[src/mcf_pkg.sv]
// ----------------------------------------------------------------------------
// Motor command framer package
// Shared types, codes and frame constants for the motor command framer.
// ----------------------------------------------------------------------------
`default_nettype none

package mcf_pkg;

  localparam int PADDR_W = 4;
  localparam int PDATA_W = 32;
  localparam int IDX_W   = 4;

  typedef enum logic [2:0] {
    ACT_ENABLE   = 3'd0,
    ACT_SPEED    = 3'd1,
    ACT_POSITION = 3'd2,
    ACT_REPORT   = 3'd3,
    ACT_READ_POS = 3'd4,
    ACT_HOME     = 3'd5
  } action_t;

  typedef enum logic [1:0] {
    REG_RPM_LIMIT       = 2'd0,
    REG_POS_MODE_LIMIT  = 2'd1,
    REG_HOME_MODE_LIMIT = 2'd2,
    REG_FRAME_CAPACITY  = 2'd3
  } reg_idx_t;

  typedef enum logic [1:0] {
    ST_IDLE,
    ST_CHECK,
    ST_EMIT,
    ST_ERROR
  } state_t;

  typedef enum logic [1:0] {
    CHK_RPM,
    CHK_MODE,
    CHK_LEN
  } chk_t;

  typedef struct packed {
    logic [15:0] rpm_limit;
    logic [7:0]  pos_mode_limit;
    logic [7:0]  home_mode_limit;
    logic [7:0]  frame_capacity;
  } cfg_t;

  typedef struct packed {
    logic [2:0]  action;
    logic [7:0]  motor_addr;
    logic        enable_on;
    logic [7:0]  direction;
    logic [15:0] speed_rpm;
    logic [7:0]  accel;
    logic [31:0] pulse_count;
    logic [7:0]  mode_code;
    logic [15:0] report_period;
  } cmd_t;

  localparam logic [15:0] RPM_LIMIT_RST       = 16'd3000;
  localparam logic [7:0]  POS_MODE_LIMIT_RST  = 8'd2;
  localparam logic [7:0]  HOME_MODE_LIMIT_RST = 8'd4;
  localparam logic [7:0]  FRAME_CAPACITY_RST  = 8'd255;

  localparam logic [7:0] TAIL_BYTE     = 8'h6B;
  localparam logic [7:0] SYNC_NOW      = 8'h00;
  localparam logic [7:0] FN_ENABLE     = 8'hF3;
  localparam logic [7:0] FN_SPEED      = 8'hF6;
  localparam logic [7:0] FN_POSITION   = 8'hFD;
  localparam logic [7:0] FN_REPORT     = 8'h11;
  localparam logic [7:0] FN_READ_POS   = 8'h36;
  localparam logic [7:0] FN_HOME       = 8'h9A;
  localparam logic [7:0] AUX_ENABLE    = 8'hAB;
  localparam logic [7:0] AUX_REPORT    = 8'h18;
  localparam logic [7:0] INFO_POSITION = 8'h36;

  // Total frame length in bytes, including address, code and tail.
  function automatic logic [IDX_W-1:0] frame_len(logic [2:0] act);
    logic [IDX_W-1:0] len;
    case (act)
      ACT_ENABLE:   len = 4'd6;
      ACT_SPEED:    len = 4'd8;
      ACT_POSITION: len = 4'd13;
      ACT_REPORT:   len = 4'd7;
      ACT_READ_POS: len = 4'd3;
      ACT_HOME:     len = 4'd5;
      default:      len = 4'd0;
    endcase
    return len;
  endfunction

  // Byte at position idx of the frame; the tail sits at the last position.
  function automatic logic [7:0] frame_byte_at(cmd_t c, logic [IDX_W-1:0] idx);
    logic [7:0] b;
    b = TAIL_BYTE;
    if (idx == 4'd0) begin
      b = c.motor_addr;
    end else begin
      case (c.action)
        ACT_ENABLE: begin
          case (idx)
            4'd1:    b = FN_ENABLE;
            4'd2:    b = AUX_ENABLE;
            4'd3:    b = {7'd0, c.enable_on};
            4'd4:    b = SYNC_NOW;
            default: b = TAIL_BYTE;
          endcase
        end
        ACT_SPEED: begin
          case (idx)
            4'd1:    b = FN_SPEED;
            4'd2:    b = c.direction;
            4'd3:    b = c.speed_rpm[15:8];
            4'd4:    b = c.speed_rpm[7:0];
            4'd5:    b = c.accel;
            4'd6:    b = SYNC_NOW;
            default: b = TAIL_BYTE;
          endcase
        end
        ACT_POSITION: begin
          case (idx)
            4'd1:    b = FN_POSITION;
            4'd2:    b = c.direction;
            4'd3:    b = c.speed_rpm[15:8];
            4'd4:    b = c.speed_rpm[7:0];
            4'd5:    b = c.accel;
            4'd6:    b = c.pulse_count[31:24];
            4'd7:    b = c.pulse_count[23:16];
            4'd8:    b = c.pulse_count[15:8];
            4'd9:    b = c.pulse_count[7:0];
            4'd10:   b = c.mode_code;
            4'd11:   b = SYNC_NOW;
            default: b = TAIL_BYTE;
          endcase
        end
        ACT_REPORT: begin
          case (idx)
            4'd1:    b = FN_REPORT;
            4'd2:    b = AUX_REPORT;
            4'd3:    b = INFO_POSITION;
            4'd4:    b = c.report_period[15:8];
            4'd5:    b = c.report_period[7:0];
            default: b = TAIL_BYTE;
          endcase
        end
        ACT_READ_POS: begin
          case (idx)
            4'd1:    b = FN_READ_POS;
            default: b = TAIL_BYTE;
          endcase
        end
        ACT_HOME: begin
          case (idx)
            4'd1:    b = FN_HOME;
            4'd2:    b = c.mode_code;
            4'd3:    b = SYNC_NOW;
            default: b = TAIL_BYTE;
          endcase
        end
        default: b = TAIL_BYTE;
      endcase
    end
    return b;
  endfunction

endpackage

`default_nettype wire

[src/mcf_cmd_if.sv]
// ----------------------------------------------------------------------------
// Motor command channel
// Valid/ready channel that carries one driver command per item.
// ----------------------------------------------------------------------------
`default_nettype none

interface mcf_cmd_if;
  logic        valid;
  logic        ready;
  logic [2:0]  action;
  logic [7:0]  motor_addr;
  logic        enable_on;
  logic [7:0]  direction;
  logic [15:0] speed_rpm;
  logic [7:0]  accel;
  logic [31:0] pulse_count;
  logic [7:0]  mode_code;
  logic [15:0] report_period;

  modport source (
    output valid, action, motor_addr, enable_on, direction, speed_rpm, accel,
           pulse_count, mode_code, report_period,
    input  ready
  );

  modport sink (
    input  valid, action, motor_addr, enable_on, direction, speed_rpm, accel,
           pulse_count, mode_code, report_period,
    output ready
  );
endinterface

`default_nettype wire

[src/mcf_frame_if.sv]
// ----------------------------------------------------------------------------
// Motor frame byte channel
// Valid/ready channel that carries one frame byte or error result per item.
// ----------------------------------------------------------------------------
`default_nettype none

interface mcf_frame_if;
  logic       valid;
  logic       ready;
  logic [7:0] frame_byte;
  logic       last_byte;
  logic       status;

  modport source (
    output valid, frame_byte, last_byte, status,
    input  ready
  );

  modport sink (
    input  valid, frame_byte, last_byte, status,
    output ready
  );
endinterface

`default_nettype wire

[src/mcf_regs.sv]
// ----------------------------------------------------------------------------
// Motor command framer registers
// APB-style register file holding the parameter check limits.
// ----------------------------------------------------------------------------
`default_nettype none

module mcf_regs (
  input  wire logic                        clk,
  input  wire logic                        rst,
  input  wire logic                        psel,
  input  wire logic                        penable,
  input  wire logic                        pwrite,
  input  wire logic [mcf_pkg::PADDR_W-1:0] paddr,
  input  wire logic [mcf_pkg::PDATA_W-1:0] pwdata,
  output logic      [mcf_pkg::PDATA_W-1:0] prdata,
  output logic                             pready,
  output mcf_pkg::cfg_t                    cfg
);
  import mcf_pkg::*;

  logic     wr_en;
  reg_idx_t reg_idx;

  assign pready  = 1'b1;
  assign wr_en   = psel && penable && pwrite;
  assign reg_idx = reg_idx_t'(paddr[3:2]);

  always_ff @(posedge clk) begin
    if (rst) begin
      cfg.rpm_limit       <= RPM_LIMIT_RST;
      cfg.pos_mode_limit  <= POS_MODE_LIMIT_RST;
      cfg.home_mode_limit <= HOME_MODE_LIMIT_RST;
      cfg.frame_capacity  <= FRAME_CAPACITY_RST;
    end else if (wr_en) begin
      unique case (reg_idx)
        REG_RPM_LIMIT:       cfg.rpm_limit       <= pwdata[15:0];
        REG_POS_MODE_LIMIT:  cfg.pos_mode_limit  <= pwdata[7:0];
        REG_HOME_MODE_LIMIT: cfg.home_mode_limit <= pwdata[7:0];
        REG_FRAME_CAPACITY:  cfg.frame_capacity  <= pwdata[7:0];
      endcase
    end
  end

  always_comb begin
    unique case (reg_idx)
      REG_RPM_LIMIT:       prdata = {16'd0, cfg.rpm_limit};
      REG_POS_MODE_LIMIT:  prdata = {24'd0, cfg.pos_mode_limit};
      REG_HOME_MODE_LIMIT: prdata = {24'd0, cfg.home_mode_limit};
      REG_FRAME_CAPACITY:  prdata = {24'd0, cfg.frame_capacity};
    endcase
  end

endmodule

`default_nettype wire

[src/motor_command_framer_unit.sv]
// ----------------------------------------------------------------------------
// Motor command framer
// Checks one stepper-driver command and sends its frame one byte per item.
// ----------------------------------------------------------------------------
// One command is taken at a time. After it is accepted, a single shared
// comparator runs three check steps (speed against the rpm limit, mode against
// the position or homing limit, frame length against capacity), one per cycle.
// A command that passes then sends its frame, one byte per cycle while the
// sink takes them, with last_byte on the tail; one that fails sends a single
// item with status 1. The limits live in an APB-style register file at byte
// addresses 0, 4, 8 and 12; the user must write them only while the block is
// idle, and the block itself does not enforce this.
`default_nettype none

module motor_command_framer_unit (
  input  wire logic                        clk,
  input  wire logic                        rst,
  mcf_cmd_if.sink                          cmd,
  mcf_frame_if.source                      frame,
  input  wire logic                        psel,
  input  wire logic                        penable,
  input  wire logic                        pwrite,
  input  wire logic [mcf_pkg::PADDR_W-1:0] paddr,
  input  wire logic [mcf_pkg::PDATA_W-1:0] pwdata,
  output logic      [mcf_pkg::PDATA_W-1:0] prdata,
  output logic                             pready
);
  import mcf_pkg::*;

  cfg_t   cfg;
  state_t state, state_next;
  chk_t   chk, chk_next;
  cmd_t   cmd_q;
  logic   err, err_next;
  logic [IDX_W-1:0] idx, idx_next;
  logic [IDX_W-1:0] len, len_m1;

  logic        cmp_en;
  logic [15:0] cmp_a, cmp_b;
  logic        cmp_gt;

  logic        out_valid;
  logic [7:0]  out_byte, out_byte_next;
  logic        out_last, out_last_next;
  logic        out_status, out_status_next;
  logic        load_out;
  logic        slot_free;
  logic        accept;

  mcf_regs u_regs (
    .clk     (clk),
    .rst     (rst),
    .psel    (psel),
    .penable (penable),
    .pwrite  (pwrite),
    .paddr   (paddr),
    .pwdata  (pwdata),
    .prdata  (prdata),
    .pready  (pready),
    .cfg     (cfg)
  );

  assign cmd.ready = (state == ST_IDLE);
  assign accept    = cmd.valid && cmd.ready;
  assign slot_free = !out_valid || frame.ready;
  assign len       = frame_len(cmd_q.action);
  assign len_m1    = len - 4'd1;

  // Shared comparator: operands are chosen by the current check step.
  always_comb begin
    cmp_a  = 16'd0;
    cmp_b  = 16'd0;
    cmp_en = 1'b0;
    unique case (chk)
      CHK_RPM: begin
        cmp_a  = cmd_q.speed_rpm;
        cmp_b  = cfg.rpm_limit;
        cmp_en = (cmd_q.action == ACT_SPEED) || (cmd_q.action == ACT_POSITION);
      end
      CHK_MODE: begin
        cmp_a  = {8'd0, cmd_q.mode_code};
        cmp_b  = (cmd_q.action == ACT_HOME) ? {8'd0, cfg.home_mode_limit}
                                            : {8'd0, cfg.pos_mode_limit};
        cmp_en = (cmd_q.action == ACT_HOME) || (cmd_q.action == ACT_POSITION);
      end
      CHK_LEN: begin
        cmp_a  = {12'd0, len};
        cmp_b  = {8'd0, cfg.frame_capacity};
        cmp_en = 1'b1;
      end
      default: begin
        cmp_en = 1'b0;
      end
    endcase
  end

  assign cmp_gt = cmp_a > cmp_b;

  always_ff @(posedge clk) begin
    if (rst) begin
      state <= ST_IDLE;
    end else begin
      state <= state_next;
    end
  end

  always_comb begin
    state_next      = state;
    chk_next        = chk;
    err_next        = err;
    idx_next        = idx;
    load_out        = 1'b0;
    out_byte_next   = 8'd0;
    out_last_next   = 1'b1;
    out_status_next = 1'b1;
    unique case (state)
      ST_IDLE: begin
        if (accept) begin
          err_next   = (cmd.motor_addr == 8'd0) || (cmd.action > ACT_HOME);
          chk_next   = CHK_RPM;
          state_next = ST_CHECK;
        end
      end
      ST_CHECK: begin
        if (cmp_en && cmp_gt) begin
          err_next = 1'b1;
        end
        unique case (chk)
          CHK_RPM:  chk_next = CHK_MODE;
          CHK_MODE: chk_next = CHK_LEN;
          default: begin
            idx_next   = '0;
            state_next = err_next ? ST_ERROR : ST_EMIT;
          end
        endcase
      end
      ST_EMIT: begin
        if (slot_free) begin
          load_out        = 1'b1;
          out_byte_next   = frame_byte_at(cmd_q, idx);
          out_last_next   = (idx == len_m1);
          out_status_next = 1'b0;
          idx_next        = idx + 4'd1;
          if (idx == len_m1) begin
            state_next = ST_IDLE;
          end
        end
      end
      ST_ERROR: begin
        if (slot_free) begin
          load_out   = 1'b1;
          state_next = ST_IDLE;
        end
      end
      default: begin
        state_next = ST_IDLE;
      end
    endcase
  end

  always_ff @(posedge clk) begin
    if (accept) begin
      cmd_q.action        <= cmd.action;
      cmd_q.motor_addr    <= cmd.motor_addr;
      cmd_q.enable_on     <= cmd.enable_on;
      cmd_q.direction     <= cmd.direction;
      cmd_q.speed_rpm     <= cmd.speed_rpm;
      cmd_q.accel         <= cmd.accel;
      cmd_q.pulse_count   <= cmd.pulse_count;
      cmd_q.mode_code     <= cmd.mode_code;
      cmd_q.report_period <= cmd.report_period;
    end
    chk <= chk_next;
    err <= err_next;
    idx <= idx_next;
    if (load_out) begin
      out_byte   <= out_byte_next;
      out_last   <= out_last_next;
      out_status <= out_status_next;
    end
  end

  always_ff @(posedge clk) begin
    if (rst) begin
      out_valid <= 1'b0;
    end else if (load_out) begin
      out_valid <= 1'b1;
    end else if (frame.ready) begin
      out_valid <= 1'b0;
    end
  end

  assign frame.valid      = out_valid;
  assign frame.frame_byte = out_byte;
  assign frame.last_byte  = out_last;
  assign frame.status     = out_status;

endmodule

`default_nettype wire
[src/flat_wrapper.sv]
// flat-port wrapper written by rule: the top's interface ports become plain ports
module motor_command_framer_unit_flat import mcf_pkg::*;
  (clk, rst, psel, penable, pwrite, paddr, pwdata, prdata, pready, cmd_valid, cmd_action, cmd_motor_addr, cmd_enable_on, cmd_direction, cmd_speed_rpm, cmd_accel, cmd_pulse_count, cmd_mode_code, cmd_report_period, cmd_ready, frame_valid, frame_frame_byte, frame_last_byte, frame_status, frame_ready);
  mcf_cmd_if cmd_i ();
  mcf_frame_if frame_i ();
  input  wire logic clk;
  input  wire logic rst;
  input  wire logic psel;
  input  wire logic penable;
  input  wire logic pwrite;
  input  wire logic [mcf_pkg::PADDR_W-1:0] paddr;
  input  wire logic [mcf_pkg::PDATA_W-1:0] pwdata;
  output logic      [mcf_pkg::PDATA_W-1:0] prdata;
  output logic pready;
  input wire logic [$bits(cmd_i.valid)-1:0] cmd_valid;
  input wire logic [$bits(cmd_i.action)-1:0] cmd_action;
  input wire logic [$bits(cmd_i.motor_addr)-1:0] cmd_motor_addr;
  input wire logic [$bits(cmd_i.enable_on)-1:0] cmd_enable_on;
  input wire logic [$bits(cmd_i.direction)-1:0] cmd_direction;
  input wire logic [$bits(cmd_i.speed_rpm)-1:0] cmd_speed_rpm;
  input wire logic [$bits(cmd_i.accel)-1:0] cmd_accel;
  input wire logic [$bits(cmd_i.pulse_count)-1:0] cmd_pulse_count;
  input wire logic [$bits(cmd_i.mode_code)-1:0] cmd_mode_code;
  input wire logic [$bits(cmd_i.report_period)-1:0] cmd_report_period;
  output wire logic [$bits(cmd_i.ready)-1:0] cmd_ready;
  output wire logic [$bits(frame_i.valid)-1:0] frame_valid;
  output wire logic [$bits(frame_i.frame_byte)-1:0] frame_frame_byte;
  output wire logic [$bits(frame_i.last_byte)-1:0] frame_last_byte;
  output wire logic [$bits(frame_i.status)-1:0] frame_status;
  input wire logic [$bits(frame_i.ready)-1:0] frame_ready;
  assign cmd_i.valid = cmd_valid;
  assign cmd_i.action = cmd_action;
  assign cmd_i.motor_addr = cmd_motor_addr;
  assign cmd_i.enable_on = cmd_enable_on;
  assign cmd_i.direction = cmd_direction;
  assign cmd_i.speed_rpm = cmd_speed_rpm;
  assign cmd_i.accel = cmd_accel;
  assign cmd_i.pulse_count = cmd_pulse_count;
  assign cmd_i.mode_code = cmd_mode_code;
  assign cmd_i.report_period = cmd_report_period;
  assign cmd_ready = cmd_i.ready;
  assign frame_valid = frame_i.valid;
  assign frame_frame_byte = frame_i.frame_byte;
  assign frame_last_byte = frame_i.last_byte;
  assign frame_status = frame_i.status;
  assign frame_i.ready = frame_ready;
  motor_command_framer_unit u_core (.clk(clk), .rst(rst), .cmd(cmd_i), .frame(frame_i), .psel(psel), .penable(penable), .pwrite(pwrite), .paddr(paddr), .pwdata(pwdata), .prdata(prdata), .pready(pready));
endmodule
[config.mk]
export PLATFORM = sky130hd
export DESIGN_NAME = motor_command_framer_unit_flat
export DESIGN_NICKNAME = d
export VERILOG_FILES = /design/src/mcf_pkg.sv /design/src/mcf_cmd_if.sv /design/src/mcf_frame_if.sv /design/src/mcf_regs.sv /design/src/motor_command_framer_unit.sv /design/src/flat_wrapper.sv
export SDC_FILE = /design/constraint.sdc
export NUM_CORES = 1
export LEC_CHECK = 0
export ABC_AREA = 0
export BUFFER_PORTS_ARGS = -buffer_cell sky130_fd_sc_hd__buf_4
export CAP_MARGIN = 30
export CORE_ASPECT_RATIO = 0.9
export CORE_UTILIZATION = 40
export DETAILED_ROUTE_END_ITERATION = 8
export GPL_ROUTABILITY_DRIVEN = 1
export PLACE_DENSITY_LB_ADDON = 0.2
export SLEW_MARGIN = 10
export SYNTH_ARGS = -nofsm -noshare
export SYNTH_HDL_FRONTEND = slang
export SYNTH_SLANG_ARGS = --single-unit
export TNS_END_PERCENT = 20
[constraint.sdc]
create_clock -name clk -period 4 [get_ports clk]
set_input_delay 0.6 -clock clk [delete_from_list [all_inputs] [get_ports clk]]
set_output_delay 0.6 -clock clk [all_outputs]
set_load 0.03 [all_outputs]
# Yosys cells after proc, flatten, opt, wreduce, memory -nomap -nowiden
# Index checks and enable logic that the tools add are counted.
# Widths: inputs -> output; s select.
totals:
  input_bits: 143
  register_bits: 160
  wordCells: 121
  out_inout_bits: 45
classes:
  n_mux: 36
  order_cmp: 2
  n_reduce_logical: 29
  add_sub_neg: 2
  eq_ne: 31
ops:
  columns: ["op", "count"]
  rows:
  - ["$pmux 32 s4", 1]
  - ["$pmux 16 s3", 2]
  - ["$pmux 8 s6", 2]
  - ["$pmux 8 s11", 1]
  - ["$pmux 8 s5", 1]
  - ["$pmux 8 s4", 1]
  - ["$pmux 4 s6", 1]
  - ["$pmux 8 s3", 1]
  - ["$eq 4x3->1 const B", 4]
  - ["$eq 4x4->1 const B", 4]
  - ["$gt 16x16->1", 1]
  - ["$mux 8", 2]
  - ["$mux 2", 6]
  - ["$reduce_and 2->1", 6]
  - ["$eq 2x2->1 const B", 5]
  - ["$mux 1", 9]
  - ["$eq 4x2->1 const B", 2]
  - ["$logic_not 8->1", 1]
  - ["$mux 4", 2]
  - ["$pmux 2 s2", 2]
  - ["$pmux 2 s4", 1]
  - ["$pmux 4 s2", 1]
  - ["$mux 7", 1]
  - ["$eq 2x1->1 const B", 3]
  - ["other kinds (23)", 40]

# Logic depth before layout (Yosys ltp)
# Gate-level depths: netlist of run 1.
depth:
  depth_word: 10
  depth_mapped: 14
  depth_no_buf: 13

# Modules after synthesis
# Synthesis of run 1 repeated with hierarchy kept, for this count alone.
hier_totals:
  cells_unflattened: 739
  hier_area_um2: 8325.5
modules_own_cells:
  columns: ["mod", "area_per_inst_um2", "n_inst", "cells_per_inst", "seq_area_each_um2"]
  rows:
  - ["motor_command_framer_unit", 6249.7, 1, 540, 3573.4]
  - ["mcf_regs", 2075.7, 1, 199, 800.8]

# Worst setup path before layout of run 1
# Ideal clock, no wire load.
synth_path:
  path_type: "reg2reg"
  start: "reg u_core.state[1]"
  end: "reg u_core.cmd_q[0] (netlist bit), enable pin"
  t_required_ns: 3.530
  stages_incl_launch_ff: 4
  n_path_buf: 1
  period_less_slack_ns: 3.800
  setup_time_ns: 0.470
  arrival_time_ns: 3.330
  path_slack_ns: 0.200
  path_cell_list: "dfxtp_1 -> clkbuf_1 -> nor2_1 -> and2_1"
synth_via:
  elab_chain_len: 2
synth_lines:
  columns: ["element", "line", "rtl"]
  rows:
  - ["from (decl)", "motor_command_framer_unit.sv:31", "state_t state, state_next;"]
  - ["from (signal assigned)", "motor_command_framer_unit.sv:103", "state <= state_next;"]
  - ["$logic_not 2->1", "motor_command_framer_unit.sv:63", "assign cmd.ready = (state == ST_IDLE);"]
  - ["via cmd_ready", "flat_wrapper.sv:25", "output wire logic [$bits(cmd_i.ready)-1:0] cmd_ready;"]
  - ["$logic_and 1x1->1", "motor_command_framer_unit.sv:64", "assign accept = cmd.valid && cmd.ready;"]
  - ["via u_core.accept", "motor_command_framer_unit.sv:48", "logic accept;"]
  - ["to (decl)", "motor_command_framer_unit.sv:33", "cmd_t cmd_q;"]
# The timed path passes the listed nets, and every way through them passes these cells.
# A chain may end at the register's enable or synchronous reset.

# Worst setup path after layout of run 1
layout_path:
  start: "reg u_core.cmd_q[97] (netlist bit)"
  end: "reg u_core.err (data pin)"
layout_via:
  elab_chain_len: 8
  elab_cells_between_ends: 18
  classes_between: "1 x order compare; 5 x eq/ne; 8 x mux; 4 x reduce/logical"
layout_lines:
  columns: ["element", "line", "rtl"]
  rows:
  - ["$eq 3x3->1, or another cell as far along", "mcf_pkg.sv:81, motor_command_framer_unit.sv:82, motor_command_framer_unit.sv:84", null]
  - ["$pmux 4 s6 or $mux 8 (tied branches)", "mcf_pkg.sv:81, motor_command_framer_unit.sv:82", null]
  - ["$pmux 16 s3", "motor_command_framer_unit.sv:74", "unique case (chk)"]
  - ["$gt 16x16->1", "motor_command_framer_unit.sv:97", "assign cmp_gt = cmp_a > cmp_b;"]
  - ["$logic_and 1x1->1 *", "motor_command_framer_unit.sv:125", "if (cmp_en && cmp_gt) begin"]
  - ["$mux 1 *", "motor_command_framer_unit.sv:125", null]
  - ["$mux 1 *", "motor_command_framer_unit.sv:116", "unique case (state)"]
  - ["$pmux 1 s2 *", "motor_command_framer_unit.sv:116", null]
  - ["via u_core.err_next", "motor_command_framer_unit.sv:34", "logic err, err_next;"]
  - ["to (signal assigned)", "motor_command_framer_unit.sv:174", "err <= err_next;"]
  - ["to (decl)", "motor_command_framer_unit.sv:34", null]
# The timed path passes the listed nets; every way through them passes the cells marked *. The select of a mux whose other input is x is not followed.

==> metrics.md, run 1 <==
| Metric | Value |
|---|---|
| Most frequent cells in the layout | `buf_4 (175), edfxtp_1 (117), nand2_1 (86)` |
| Vias in the first global route | `between 5000 and 6000` |
| Min-delay worst type | `primary input to register` |
| CP Launch Type | `register` |
| LEAKAGE | `between 3 and 4 nW` |
| Share of layout cells above drive strength 1 | `25.65%` |
| Starting density of the core | `41.25%` |
| First-pass GRT wire length | `between 30 and 40 mm` |
| Register bit total from synthesis | `between 150 and 200` |
| Status | `completed` |
| Worst Hold Launch | `cmd_pulse_count[1]` |
| Yosys Warn Count | `0` |
| Largest net degree at the start of global routing | `between 40 and 50` |
| Max VDD drop | `between 0.0003 and 0.0004 V` |
| Fmax achieved | `about 0.3 GHz` |
| DRT iter0 DRCs | `approximately 500` |
| Vias/cell | `5.460` |
| GPL Wtd Cong | `roughly 0.93` |
| Port Buf Inserts | `152` |
| Post-synth top area cell | `edfxtp_1` |
| Syn Std Cell Area | `~8000 µm²` |
| Clock sinks | `160` |
| Crit path kind | `register to register` |
| RSZ-0062 raised after global routing | `no` |
| Unique masters post-synth | `a little under 60` |
| Max-slew headroom | `between 40% and 50%` |
| Final Max Tran Viols | `0` |
| Final core occ | `about 50%` |
| Total GRT Usage | `22.33%` |
| DRC viols | `0` |
| Synth Flop Type | `edfxtp_1` |
| I/O pin cnt | `about 190` |
| Vias | `approximately 6200` |
| Final setup viols | `0` |
| Clock slew at reported path FFs | `roughly 70 ps` |
| RR Startpoint | `u_core.cmd_q[97]` |
| WP data arrival | `around 3500 ps` |
| Max Cap Violations | `0` |
| Core area | `about 19000 µm²` |
| Final hold violation count | `0` |
| Post-CTS setup buffers | `0` |
| Clock Latency Late Sink | `between 400 and 500 ps` |
| Clock root buffer | `clkbuf_16` |
| Worst-path maximum fanout | `11` |
| Die area | `between 20000 and 25000 µm²` |
| Nets | `1042` |
| Height of the die | `136.2 µm` |
| Crit. Startpoint | `u_core.cmd_q[97]` |
| Hold WS | `approximately 340 ps` |
| Total congestion overflow | `0` |
| CTS Hold Bufs | `0` |
| Area Overhead vs Synth | `24.68%` |
| Average size of a mapped cell | `11.04 µm²` |
| Cell count after synthesis | `roughly 730` |
| Post-synth EDFFs | `between 100 and 150` |
| Routed WL | `22.23 mm` |
| Maximum clock path buffer count | `2` |
| Setup TNS | `0 ps` |
| Synth area leaders | `edfxtp_1 (44%), dfxtp_1 (11%), mux2i_1 (4.4%)` |
| CTS Buf Count | `17` |
| Initial antenna violation count | `0` |
| Most common cell after layout, fill and taps aside | `buf_4` |
| Drt first pass iters | `5` |
| Cts repair resizes | `0` |
| Async S/R FF share, synth | `0%` |
| Antenna diode count | `0` |
| Crit share post-route | `a little over four fifths` |
| Hpwl dp | `around 16 mm` |
| Drt wl/cell | `just under 20 µm` |
| # fillers | `1774` |
| Die Width | `151.1 µm` |
| Worst clock skew | `around 7.3 ps` |
| CTS tree | `built` |
| H-tree depth | `4` |
| Synth top area share | `~44%` |
| Kind of end point of the critical path | `register` |
| Row count | `48` |
| Final ANT Viol Nets | `0` |
| Sequential element share of the synthesized area | `about 55%` |
| Slew @ Worst Pin | `795.9 ps` |
| CP required | `4150 ps` |
| Power Density | `between 400 and 500 nW/µm²` |
| Period minus WS final | `around 3400 ps` |
## area by class of cell
| class | count | area, µm² | share of cell area, % |
|---|---|---|---|
| clock buffers | 17 | 425.4 | 4.264 |
| clock inverters | 15 | 168.9 | 1.693 |
| inverters | 10 | 37.54 | 0.3763 |
| multi-input cells | 510 | 3321 | 33.29 |
| flip-flops and latches | 160 | 4374 | 43.85 |
| well taps | 250 | 312.8 | 3.136 |
| repair buffers | 177 | 1336 | 13.40 |
## metrics by stage
step | worst slack (ps) | std cells | total power [mW] | area [µm²]
floorplan | 200.1 | 740 | 2.542 | 8058
global placement | 729.3 | 1105 | 2.852 | 9359
detailed placement | 727.3 | 1107 | 2.856 | 9382
CTS | 692.3 | 1139 | 4.486 | 9976
global route | 477.5 | 1139 | 4.654 | 9976
finish | 632.3 | 1139 | 4.467 | 9976
## registers in the layout, summed over array words and instances, names as in the netlist
signal	cells
u_core.cmd_q	100
u_core.u_regs.cfg	40
u_core.frame.frame_byte	8
u_core.idx	4
u_core.chk	2
u_core.state	2
u_core.err	1
u_core.frame.last_byte	1
u_core.frame.status	1
u_core.frame.valid	1
## Yosys cell counts, types with 11 or more instances
| library cell | n |
|---|---|
| edfxtp_1 | 117 |
| nand2_1 | 86 |
| nor2_1 | 60 |
| a21oi_1 | 46 |
| dfxtp_1 | 43 |
| mux2i_1 | 35 |
| o21ai_0 | 34 |
| clkbuf_1 | 23 |
| ha_1 | 23 |
| and2_1 | 21 |
| a22oi_1 | 19 |
| buf_4 | 18 |
| nand3b_1 | 18 |
| nand3_1 | 11 |
## cell families (layout without fill, tap and decap cells)
logic type	Yosys count	count (layout)	share of synthesized area, %
compound gates	177	177	14.92
xor+xnor	9	9	0.9852
flops	160	160	54.67
simple gates	241	241	14.54
fa+ha+maj	23	23	3.597
buf+inv	70	219	4.566
mux	43	43	6.630
other cells	2	17	0.09386
## report_power, final
part | internal (mW) | switching, mW
clock | 0.889 | 0.750
combinational | 0.344 | 0.495
sequential | 1.92 | 0.0721
total | 3.15 | 1.32
## final timing paths
check	slack [ps]	endpoint	cells after the start
setup / recovery	630	u_core.err	10
hold / removal	340	u_core.cmd_q[25]	1
setup reg to reg	630	u_core.err	10
hold reg to reg	470	u_core.u_regs.cfg[37]	2
## routing by layer
layer | wire length (µm) | track usage, %
met5 | 0 | 0
met3 | 1776 | 5.738
met1 | 10570 | 33.43
met2 | 9593 | 31.37
met4 | 298 | 6.500
## critical path: stages, from the launching register on
cell and delay, ps:
edfxtp_1 620, nand3b_1 620, buf_4 360, mux2i_1 110
o22a_1 200, ha_1 170, a21oi_1 130, o21ai_0 100
a22o_1 220, o21ai_0 420, a22oi_1 130
(Power assumes the default switching activity.)
==> inputs of run 2 (changes only) <==
- clock period: 4 -> 2.75 ns (I/O delays scaled with it)
==> run 2 against run 1 <==
  * Clock skew grew 2.4 ps
  * Hold slack lost 190 ps
  * Global-route usage grew 0.21 points
  * Worst setup slack lost 570 ps
  * Routed wire length grew 0.85%
  * Die area is the same
  * Maximum frequency grew 25%
  * Total power grew 47%
  * Register-to-register slack lost 570 ps
  * Critical path depth grew 1
  * First-iteration DRC count grew 13%
  * Critical path type unchanged
  * Largest power group unchanged
  * Highest routed layer unchanged
==> metrics.md, run 2 (synthesis results as in run 1) <==
| Metric | Value |
|---|---|
| LEAKAGE | `a little over 4 nW` |
| Number of flip-flops in the largest register | `100` |
| RSZ-0062 raised after global routing | `yes` |
| Total GRT Usage | `between 20% and 30%` |
| CTS tree | `built` |
| Die Width | `between 150 and 200 µm` |
| Row count | `48` |
| Comb power frac | `20.6%` |
| Hpwl dp | `16.47 mm` |
| Most frequent cells in the layout | `buf_4 (217), edfxtp_1 (117), nand2_1 (86)` |
| Final ANT Viol Nets | `0` |
| Hold Path Depth | `1` |
| Antenna diode count | `0` |
| Worst-path maximum fanout | `9` |
| Total power | `between 6 and 7 mW` |
| Final Max Tran Viols | `0` |
| Fmax achieved | `~0.37 GHz` |
| Port Buf Inserts | `approximately 150` |
| Psw | `~1.9 mW` |
| DRC viols | `0` |
| Flop pwr share | `roughly 44%` |
| Min-delay worst type | `primary input to register` |
| Max-slew headroom | `between 40% and 50%` |
| WP data arrival | `around 2900 ps` |
| Most common cell after layout, fill and taps aside | `buf_4` |
| RR Startpoint | `u_core.cmd_q[98]` |
| Vias/cell | `roughly 5.4` |
| Height of the die | `136.2 µm` |
| Finished Layout Cells | `roughly 1200` |
| Crit. Startpoint | `u_core.cmd_q[98]` |
| # fillers | `1738` |
| Area Overhead vs Synth | `29.30%` |
| Period minus WS final | `~2700 ps` |
| Final setup viols | `0` |
| Clock power frac | `a little over a third` |
| Status | `completed` |
| GPL Wtd Cong | `approximately 0.95` |
| Register name with the most flops | `u_core.cmd_q` |
| Vias in the first global route | `5976` |
| H-tree depth | `4` |
| Starting density of the core | `about two fifths` |
| Clock slew at reported path FFs | `~70 ps` |
| Vias | `around 6400` |
| DRT iter0 DRCs | `slightly below 600` |
| Final core occ | `about 53%` |
| Routed WL | `around 22 mm` |
| Total congestion overflow | `0` |
| Placement Cell Area | `approximately 9700 µm²` |
| Die area | `around 21000 µm²` |
| CP max stage cell | `edfxtp_1` |
| Clock root buffer | `clkbuf_16` |
| Pint | `~4.7 mW` |
| Crit path kind | `register to register` |
| Max Cap Violations | `0` |
| Max VDD drop | `approximately 0.00043 V` |
| Worst clock skew | `approximately 9.8 ps` |
| Dpl cells | `between 1000 and 1500` |
| CP required | `2920 ps` |
| I/O pin cnt | `roughly 190` |
| Largest net degree at the start of global routing | `101` |
| Power Density | `between 600 and 700 nW/µm²` |
| Slew @ Worst Pin | `slightly below 800 ps` |
| Reg2Reg Depth | `11` |
| Initial antenna violation count | `0` |
| Crit share post-route | `97.72%` |
| Worst Hold Launch | `cmd_direction[2]` |
| Final hold violation count | `0` |
| First-pass GRT wire length | `~34 mm` |
| Core area | `around 19000 µm²` |
| CP Cell Sequence | `nand3b_1 -> buf_12 -> mux2i_1 -> o22a_1 -> ha_1 -> a21oi_1 -> o21ai_0 -> a22o_1 -> o21ai_2 -> buf_4 -> a22oi_1` |
| Share of layout cells above drive strength 1 | `a little under 30%` |
| Final instance area | `10350 µm²` |
| Maximum clock path buffer count | `2` |
| Nets | `around 1100` |
| CTS Buf Count | `17` |
| Drt wl/cell | `18.95 µm` |
| Worst path depth | `11` |
| Worst Path Buf+Inv | `2` |
| Clock Latency Late Sink | `~440 ps` |
| Delay-heaviest family, CP | `compound AO/OA/AOI/OAI gates` |
| Kind of end point of the critical path | `register` |
| Clock sinks | `160` |
| Crit-path max cell delay | `~480 ps` |
| Drt first pass iters | `5` |
| CP Launch Type | `register` |
| Hold WS | `around 140 ps` |
| Switch share | `29.14%` |
==> run 2: cell types whose count changed in the layout (fill, tap and decap cells not counted), sizes merged <==
| cell | delta |
|---|---|
| clkinvlp | +2 |
| buf | +44 |
| clkinv | -2 |
==> run 2: layout make-up <==
type                            instances  area, µm²  area share [%]
Multi-Input combinational cell        510       3349           32.37
Clock inverter                         15      146.4           1.415
Sequential cell                       160       4374           42.28
Clock buffer                           17      425.4           4.112
Tap cell                              250      312.8           3.023
Inverter                               10      37.54          0.3628
Timing Repair Buffer                  221       1700           16.43
==> run 2: timing repair <==
action,4_1_cts,5_1_grt
endpoints found under the setup margin,2,4
pin swaps,0,1
resized for setup,2,10
buffers inserted,1,3
hold buffers,0,0
==> run 2: path summary, 6_finish.rpt <==
check,to,slack (ps)
worst max-delay path,u_core.err,60
worst min-delay path,u_core.cmd_q[82],140
worst max register to register,u_core.err,60
worst min register to register,u_core.u_regs.cfg[30],480
==> run 2: power groups by stage <==
stage | sequential, mW | clock [mW] | combinational [mW]
2_1_floorplan | 2.91 | 0 | 0.785
3_3_place_gp | 2.93 | 0 | 1.31
3_5_place_dp | 2.94 | 0 | 1.32
4_1_cts | 2.88 | 2.37 | 1.33
5_1_grt | 2.90 | 2.47 | 1.47
6_report | 2.89 | 2.33 | 1.35
==> run 2: per-stage QoR <==
step	setup slack (ps)	TNS, ps
6_report	62.67	0
4_1_cts	15.84	0
3_5_place_dp	-86.21	-86.21
2_1_floorplan	26.39	0
3_3_place_gp	-93.07	-126.3
5_1_grt	-89.89	-89.89
==> run 2: per-layer routing <==
| metal | global-route usage, % | share of wire [%] | vias up |
|---|---|---|---|
| met5 | 0 | 0 | - |
| met4 | 6.611 | 1.5 | 0 |
| met3 | 5.168 | 7.4 | 24 |
| met2 | 31.17 | 42 | 266 |
| met1 | 34.55 | 50 | 3046 |
| li1 | - | - | 3069 |
